--- src/design/u8u2_pkg.sv ---
// ----------------------------------------------------------------------------
// u8u2_pkg
// Shared types and constants for the UTF-8 to UCS-2 stream decoder.
// ----------------------------------------------------------------------------
package u8u2_pkg;

  localparam int unsigned ByteW   = 8;
  localparam int unsigned CountW  = 13;
  localparam int unsigned CpW     = 16;

  localparam logic [CountW-1:0] LimitReset = 13'd142;

  typedef enum logic [1:0] {
    ST_OK       = 2'd0,
    ST_BAD_LEAD = 2'd1,
    ST_TRUNC    = 2'd2,
    ST_LIMIT    = 2'd3
  } status_e;

  typedef enum logic {
    KIND_DATA   = 1'b0,
    KIND_REPORT = 1'b1
  } kind_e;

  typedef enum logic [1:0] {
    PEND_NONE = 2'd0,
    PEND_ONE  = 2'd1,
    PEND_TWO  = 2'd2
  } pend_e;

  typedef struct packed {
    kind_e              result_kind;
    logic [ByteW-1:0]   data_byte;
    logic [CountW-1:0]  byte_count;
    status_e            stop_status;
    logic               last_of_run;
  } result_t;

endpackage

--- src/design/u8u2_stream_if.sv ---
// ----------------------------------------------------------------------------
// u8u2 stream interfaces
// Valid/ready channels for UTF-8 input words and UCS-2 result words.
// ----------------------------------------------------------------------------
interface u8u2_text_if;
  logic                        valid;
  logic                        ready;
  logic [u8u2_pkg::ByteW-1:0]  text_byte;
  logic                        end_of_text;

  modport source (output valid, output text_byte, output end_of_text, input ready);
  modport sink   (input valid, input text_byte, input end_of_text, output ready);
endinterface

interface u8u2_ucs_if;
  logic                         valid;
  logic                         ready;
  logic                         result_kind;
  logic [u8u2_pkg::ByteW-1:0]   data_byte;
  logic [u8u2_pkg::CountW-1:0]  byte_count;
  logic [1:0]                   stop_status;
  logic                         last_of_run;

  modport source (output valid, output result_kind, output data_byte, output byte_count,
                  output stop_status, output last_of_run, input ready);
  modport sink   (input valid, input result_kind, input data_byte, input byte_count,
                  input stop_status, input last_of_run, output ready);
endinterface

--- src/design/utf8_to_ucs2_stream_decoder.sv ---
// ----------------------------------------------------------------------------
// utf8_to_ucs2_stream_decoder
// Decodes a UTF-8 byte stream into big-endian UCS-2 bytes with a status report.
// ----------------------------------------------------------------------------
// Usage:
//   text_i carries one UTF-8 word per handshake; a word with end_of_text set
//   closes the text and yields one completion report (status, byte count).
//   ucs_o carries result words: data bytes (high byte of a code point, then
//   low byte) and completion reports. last_of_run marks the final result word
//   caused by an input word.
//   A result is registered and appears on ucs_o in the cycle after the word
//   that causes it is taken. A completed code point gives two result words,
//   the low byte waiting in the holding register; every other word gives
//   at most one. Throughput: one input word per cycle while it yields at
//   most one result and ucs_o does not stall; input waits while the low
//   byte sits in the holding register behind the single output register.
//   cfg_we_i / cfg_wdata_i write the output limit (reset value 142).
//   Reset clears the decode state and empties both output registers.
//   When the receiver stalls, the output word holds and text_i.ready drops
//   until it is taken; it also drops while the holding register is occupied.
// ----------------------------------------------------------------------------
module utf8_to_ucs2_stream_decoder (
  input  logic                         clk_i,
  input  logic                         rst_ni,
  input  logic                         cfg_we_i,
  input  logic [u8u2_pkg::CountW-1:0]  cfg_wdata_i,
  u8u2_text_if.sink                    text_i,
  u8u2_ucs_if.source                   ucs_o
);

  logic [u8u2_pkg::CountW-1:0] limit_q;
  u8u2_pkg::pend_e             pend_q, pend_d;
  logic [u8u2_pkg::CpW-1:0]    cp_q, cp_d;
  logic                        stopped_q, stopped_d;
  u8u2_pkg::status_e           status_q, status_d;
  logic [u8u2_pkg::CountW-1:0] count_q, count_d;

  logic                        out_valid_q;
  u8u2_pkg::result_t           out_q;
  logic                        hold_valid_q;
  u8u2_pkg::result_t           hold_q;

  logic                        out_free;
  logic                        accept;
  logic                        res_any;
  logic                        res_two;
  u8u2_pkg::result_t           res0, res1;
  logic [u8u2_pkg::CpW-1:0]    cp_done;
  logic [u8u2_pkg::CountW:0]   count_next;
  logic [u8u2_pkg::ByteW-1:0]  b;

  assign out_free     = !out_valid_q || ucs_o.ready;
  assign text_i.ready = !hold_valid_q && out_free;
  assign accept       = text_i.valid && text_i.ready;
  assign b            = text_i.text_byte;
  assign count_next   = {1'b0, count_q} + {{u8u2_pkg::CountW{1'b0}}, 1'b1};

  always_comb begin
    pend_d    = pend_q;
    cp_d      = cp_q;
    stopped_d = stopped_q;
    status_d  = status_q;
    count_d   = count_q;
    res_any   = 1'b0;
    res_two   = 1'b0;
    cp_done   = '0;
    res0      = '{result_kind: u8u2_pkg::KIND_DATA, data_byte: '0, byte_count: '0,
                  stop_status: u8u2_pkg::ST_OK, last_of_run: 1'b0};
    res1      = res0;
    if (accept) begin
      if (text_i.end_of_text) begin
        res_any          = 1'b1;
        res0.result_kind = u8u2_pkg::KIND_REPORT;
        res0.byte_count  = count_q;
        res0.stop_status = (!stopped_q && pend_q != u8u2_pkg::PEND_NONE) ?
                           u8u2_pkg::ST_TRUNC : status_q;
        res0.last_of_run = 1'b1;
        pend_d    = u8u2_pkg::PEND_NONE;
        cp_d      = '0;
        stopped_d = 1'b0;
        status_d  = u8u2_pkg::ST_OK;
        count_d   = '0;
      end else if (!stopped_q) begin
        unique case (pend_q)
          u8u2_pkg::PEND_TWO: begin
            cp_d   = cp_q | {4'b0, b[5:0], 6'b0};
            pend_d = u8u2_pkg::PEND_ONE;
          end
          u8u2_pkg::PEND_ONE: begin
            cp_done = cp_q | {10'b0, b[5:0]};
            res_any = 1'b1;
            pend_d  = u8u2_pkg::PEND_NONE;
            cp_d    = '0;
          end
          default: begin
            if (count_next >= {1'b0, limit_q}) begin
              stopped_d = 1'b1;
              status_d  = u8u2_pkg::ST_LIMIT;
              cp_d      = '0;
            end else if (!b[7]) begin
              cp_done = {8'b0, b};
              res_any = 1'b1;
            end else if (b[7:5] == 3'b110) begin
              cp_d   = {5'b0, b[4:0], 6'b0};
              pend_d = u8u2_pkg::PEND_ONE;
            end else if (b[7:4] == 4'b1110) begin
              cp_d   = {b[3:0], 12'b0};
              pend_d = u8u2_pkg::PEND_TWO;
            end else begin
              stopped_d = 1'b1;
              status_d  = u8u2_pkg::ST_BAD_LEAD;
              cp_d      = '0;
            end
          end
        endcase
        if (res_any) begin
          res_two          = 1'b1;
          res0.data_byte   = cp_done[15:8];
          res1.data_byte   = cp_done[7:0];
          res1.last_of_run = 1'b1;
          count_d          = count_q + u8u2_pkg::CountW'(2);
        end
      end
    end
  end

  always_ff @(posedge clk_i or negedge rst_ni) begin
    if (!rst_ni) begin
      limit_q   <= u8u2_pkg::LimitReset;
      pend_q    <= u8u2_pkg::PEND_NONE;
      cp_q      <= '0;
      stopped_q <= 1'b0;
      status_q  <= u8u2_pkg::ST_OK;
      count_q   <= '0;
    end else begin
      if (cfg_we_i) begin
        limit_q <= cfg_wdata_i;
      end
      pend_q    <= pend_d;
      cp_q      <= cp_d;
      stopped_q <= stopped_d;
      status_q  <= status_d;
      count_q   <= count_d;
    end
  end

  always_ff @(posedge clk_i or negedge rst_ni) begin
    if (!rst_ni) begin
      out_valid_q  <= 1'b0;
      hold_valid_q <= 1'b0;
    end else if (hold_valid_q && out_free) begin
      out_valid_q  <= 1'b1;
      hold_valid_q <= 1'b0;
    end else if (accept && res_any) begin
      out_valid_q  <= 1'b1;
      hold_valid_q <= res_two;
    end else if (out_free) begin
      out_valid_q  <= 1'b0;
    end
  end

  always_ff @(posedge clk_i) begin
    if (hold_valid_q && out_free) begin
      out_q <= hold_q;
    end else if (accept && res_any) begin
      out_q  <= res0;
      hold_q <= res1;
    end
  end

  assign ucs_o.valid       = out_valid_q;
  assign ucs_o.result_kind = out_q.result_kind;
  assign ucs_o.data_byte   = out_q.data_byte;
  assign ucs_o.byte_count  = out_q.byte_count;
  assign ucs_o.stop_status = out_q.stop_status;
  assign ucs_o.last_of_run = out_q.last_of_run;

endmodule
--- src/flat_wrapper.sv ---
// flat-port wrapper written by rule: the top's interface ports become plain ports
module utf8_to_ucs2_stream_decoder_flat 
  (clk_i, rst_ni, cfg_we_i, cfg_wdata_i, text_i_valid, text_i_text_byte, text_i_end_of_text, text_i_ready, ucs_o_valid, ucs_o_result_kind, ucs_o_data_byte, ucs_o_byte_count, ucs_o_stop_status, ucs_o_last_of_run, ucs_o_ready);
  u8u2_text_if text_i_i ();
  u8u2_ucs_if ucs_o_i ();
  input  logic clk_i;
  input  logic rst_ni;
  input  logic cfg_we_i;
  input  logic [u8u2_pkg::CountW-1:0] cfg_wdata_i;
  input wire logic [$bits(text_i_i.valid)-1:0] text_i_valid;
  input wire logic [$bits(text_i_i.text_byte)-1:0] text_i_text_byte;
  input wire logic [$bits(text_i_i.end_of_text)-1:0] text_i_end_of_text;
  output wire logic [$bits(text_i_i.ready)-1:0] text_i_ready;
  output wire logic [$bits(ucs_o_i.valid)-1:0] ucs_o_valid;
  output wire logic [$bits(ucs_o_i.result_kind)-1:0] ucs_o_result_kind;
  output wire logic [$bits(ucs_o_i.data_byte)-1:0] ucs_o_data_byte;
  output wire logic [$bits(ucs_o_i.byte_count)-1:0] ucs_o_byte_count;
  output wire logic [$bits(ucs_o_i.stop_status)-1:0] ucs_o_stop_status;
  output wire logic [$bits(ucs_o_i.last_of_run)-1:0] ucs_o_last_of_run;
  input wire logic [$bits(ucs_o_i.ready)-1:0] ucs_o_ready;
  assign text_i_i.valid = text_i_valid;
  assign text_i_i.text_byte = text_i_text_byte;
  assign text_i_i.end_of_text = text_i_end_of_text;
  assign text_i_ready = text_i_i.ready;
  assign ucs_o_valid = ucs_o_i.valid;
  assign ucs_o_result_kind = ucs_o_i.result_kind;
  assign ucs_o_data_byte = ucs_o_i.data_byte;
  assign ucs_o_byte_count = ucs_o_i.byte_count;
  assign ucs_o_stop_status = ucs_o_i.stop_status;
  assign ucs_o_last_of_run = ucs_o_i.last_of_run;
  assign ucs_o_i.ready = ucs_o_ready;
  utf8_to_ucs2_stream_decoder u_core (.clk_i(clk_i), .rst_ni(rst_ni), .cfg_we_i(cfg_we_i), .cfg_wdata_i(cfg_wdata_i), .text_i(text_i_i), .ucs_o(ucs_o_i));
endmodule
--- config.mk ---
export PLATFORM = sky130hd
export DESIGN_NAME = utf8_to_ucs2_stream_decoder_flat
export DESIGN_NICKNAME = d
export VERILOG_FILES = /design/src/design/u8u2_pkg.sv /design/src/design/u8u2_stream_if.sv /design/src/design/utf8_to_ucs2_stream_decoder.sv /design/src/flat_wrapper.sv
export SDC_FILE = /design/constraint.sdc
export NUM_CORES = 1
export LEC_CHECK = 0
export BUFFER_PORTS_ARGS = -buffer_cell sky130_fd_sc_hd__buf_2
export CAP_MARGIN = 5
export CORE_MARGIN = 2
export CORE_UTILIZATION = 60
export DETAILED_ROUTE_END_ITERATION = 6
export GPL_TIMING_DRIVEN = 0
export PLACE_DENSITY_LB_ADDON = 0.2
export SYNTH_ARGS = -nofsm -noshare
export SYNTH_HDL_FRONTEND = slang
export SYNTH_SLANG_ARGS = --single-unit
--- constraint.sdc ---
create_clock -name clk_i -period 6.03 [get_ports clk_i]
set_input_delay 0.603 -clock clk_i [delete_from_list [all_inputs] [get_ports clk_i]]
set_output_delay 0.603 -clock clk_i [all_outputs]
set_load 0.02 [all_outputs]
==> results.cfg <==
[outcome]
status = completed

[critical_path]
crit_path_top_delay_cell = nand2_1
end_kind = register
cpPeakStageDelay_ns = 0.66
critPathKind = reg2reg
critPathMaxFanout = 24
cp_cell_sequence = clkbuf_1 -> ha_1 -> and3_4 -> nand3_1 -> a311o_1 -> nand4_2 -> and2_1 -> nand2_1
cp.arrival_ns = 3.03
required_ns = 5.87
cp-start-kind = register

[cells_and_area]
final_net_count = 432
diodes = 0
nFillCells = 427
drive_gt1_frac = 0.228
areaGrowthSynthToFinish_pct = 15.1
final_common_cell = buf_2
layout_common_cells = 54 x buf_2, 38 x dfrtp_1, 33 x edfxtp_1

[power_and_ir_drop]
vdd_drop_max_mv = 0.262
p_per_area_nw_per_um2 = 394
power_uw = 1670
p_leak_uw = 0.00190

[timing]
worst_pin_slew_ns = 1.08
fmax_mhz = 313
period_minus_slack_ns = 3.19
finalClockSkew_ns = 0.0110
finalCritPeriodShare = 0.529
setup_viol = 0
finalMaxSlewViolations = 0
timing.setup.tns_ns = 0
finalHoldViolCount = 0
slew_headroom = 0.280
rsz0062_at_grt = no

[global_routing]
grt_pass1_wl_um = 12700
gr-total-overflow = 0
antenna_found_initial = 0
grt.total_usage = 0.254
grt_pass1_vias = 2496
grt_max_degree = 43

[cts]
cts_buffers = 9
clkLatencyLatePin_ns = 0.35
cts_tree = done
htree_num_levels = 3
cts.sinks = 75
cts_resized = 0
path_clk_slew_ns = 0.08
cts_buffer_depth = 2
root_buffer = clkbuf_8
cts_hold_buf = 0
cts_setup_buffers = 0

[routing]
avgRoutedWirePerCell_um = 16.8
drt_iter0_markers = 270
vias = 2774
drc = 0
drt_wl_total_um = 7890
drtPass1Iterations = 5
viasPerCell = 5.91
ant_nets = 0

[floorplan]
die_area_um2 = 6780
num_rows = 28
ios = 54
die_height_um = 82.4
core_area_um2 = 5920
dieWidth_um = 82.4
start_util = 0.622

[synth]
ys_warn_count = 0
ys_ff_latch = 75
avgSynthCellArea_um2 = 11.3
mappedNetlistArea_um2 = 3680
async_flop_share = 0.560
synthCells = 326
netlist_top_cells_area = edfxtp_1 27%, dfrtp_1 26%, ha_1 5.4%
yosysSeqAreaShare = 0.556
synth.distinct_cells = 53
synth-edff-count = 33
yosysTopAreaCell = edfxtp_1
synth_fp_nets = 369
synth_top_area_share = 0.269
ys.flop_type = dfrtp_1

[flow_run]
drv_cap = 0

[worst_hold_path]
min_path_type = in2async

[placement]
dpl.hpwl_um = 5580
portBuffers = 52
gp_congestion = 0.909
==> synthesized netlist by cell type, types with 6 or more instances <==
master    count
nand2_1      31
and2_1       19
nor2_1       13
edfxtp_1     33
o21ai_0      15
ha_1         16
a22o_1       20
a21oi_1      14
clkbuf_1     19
mux2i_1       6
inv_1        18
nand3_1      13
nand2b_1      6
dfrtp_1      38
==> critical path, delay by kind of cell, from the launching register on <==
kind	cells	cell delay (ns)
buf+inv	1	0.11
flops	1	0.42
fa+ha+maj	1	0.31
simple gates	5	1.40
compound gates	1	0.44
==> cell families (layout without fill, tap and decap cells) <==
family / count (synthesis) / after routing / share of synthesized area
AOI/OAI and AO/OA: 78 / 78 / 0.164
adders and majority gates: 16 / 16 / 0.0543
buffers and inverters: 41 / 109 / 0.0435
DFF: 75 / 75 / 0.556
muxes: 10 / 10 / 0.0285
other: 1 / 1 / 0.00102
and+or+nand+nor: 105 / 105 / 0.153
==> power by group <==
group | switching (µW) | internal (µW) | total (µW)
sequential | 54.4 | 693 | 748
clock | 192 | 202 | 394
combinational | 364 | 166 | 530
==> stage by stage <==
step / hold WS, ns / util / setup slack (ns) / area [µm²] / std cells
5_1_grt: 0.464 / 0.716 / 2.61 / 4240 / 469
3_3_place_gp: 0.475 / 0.682 / 2.75 / 4040 / 453
6_report: 0.393 / 0.716 / 2.84 / 4240 / 469
3_5_place_dp: 0.480 / 0.682 / 2.73 / 4040 / 453
4_1_cts: 0.428 / 0.716 / 2.84 / 4240 / 469
2_1_floorplan: 0.307 / - / 3.32 / 3680 / 326
==> per-layer routing <==
layer,vias to the layer above,global-route usage,part of all wire
met5,-,0,0
met4,0,0.0883,0.014
met3,9,0.0467,0.070
met2,130,0.370,0.46
met1,1325,0.383,0.46
li1,1310,-,-
==> final cells by class <==
| type | count | area, µm² | share of cell area |
|---|---|---|---|
| plain buffers | 23 | 92.6 | 0.0218 |
| clock buffers | 10 | 138 | 0.0325 |
| clock inverters | 6 | 65.1 | 0.0153 |
| inverters | 18 | 67.6 | 0.0159 |
| multi-input cells | 210 | 1480 | 0.348 |
| flip-flops and latches | 75 | 2050 | 0.483 |
| well taps | 75 | 93.8 | 0.0221 |
| repair buffers | 52 | 260 | 0.0614 |
==> flip-flops by register name (all words and copies together), names as in the netlist <==
register / cells
u_core.cp_q: 10
u_core.ucs_o.last_of_run: 1
u_core.hold_valid_q: 1
u_core.limit_q: 13
u_core.ucs_o.stop_status: 2
u_core.hold_q: 9
u_core.ucs_o.byte_count: 12
u_core.ucs_o.data_byte: 8
u_core.pend_q: 2
u_core.count_q: 12
u_core.stopped_q: 1
u_core.ucs_o.result_kind: 1
u_core.status_q: 2
u_core.ucs_o.valid: 1
==> worst paths after layout <==
| kind | from | endpoint | slack, ns | depth (start not counted) |
|---|---|---|---|---|
| worst max-delay path | u_core.count_q[12]$_DFFE_PN0P_ | u_core.ucs_o.byte_count[5]$_SDFFCE_PP0P_ | 2.84 | 8 |
| worst min-delay path | rst_ni | u_core.limit_q[11]$_DFFE_PN0P_ | 0.39 | 1 |
| worst max register to register | u_core.count_q[12]$_DFFE_PN0P_ | u_core.ucs_o.byte_count[5]$_SDFFCE_PP0P_ | 2.84 | 8 |
| worst min register to register | u_core.status_q[0]$_DFFE_PN0P_ | u_core.status_q[0]$_DFFE_PN0P_ | 0.51 | 1 |
| max in group asynchronous | rst_ni | u_core.count_q[4]$_DFFE_PN0P_ | 5.04 | 1 |
| min in group clk_i | cfg_wdata_i[8] | u_core.limit_q[8]$_DFFE_PN0P_ | 0.45 | 3 |
No activity file was read; power rests on OpenSTA's default activity.
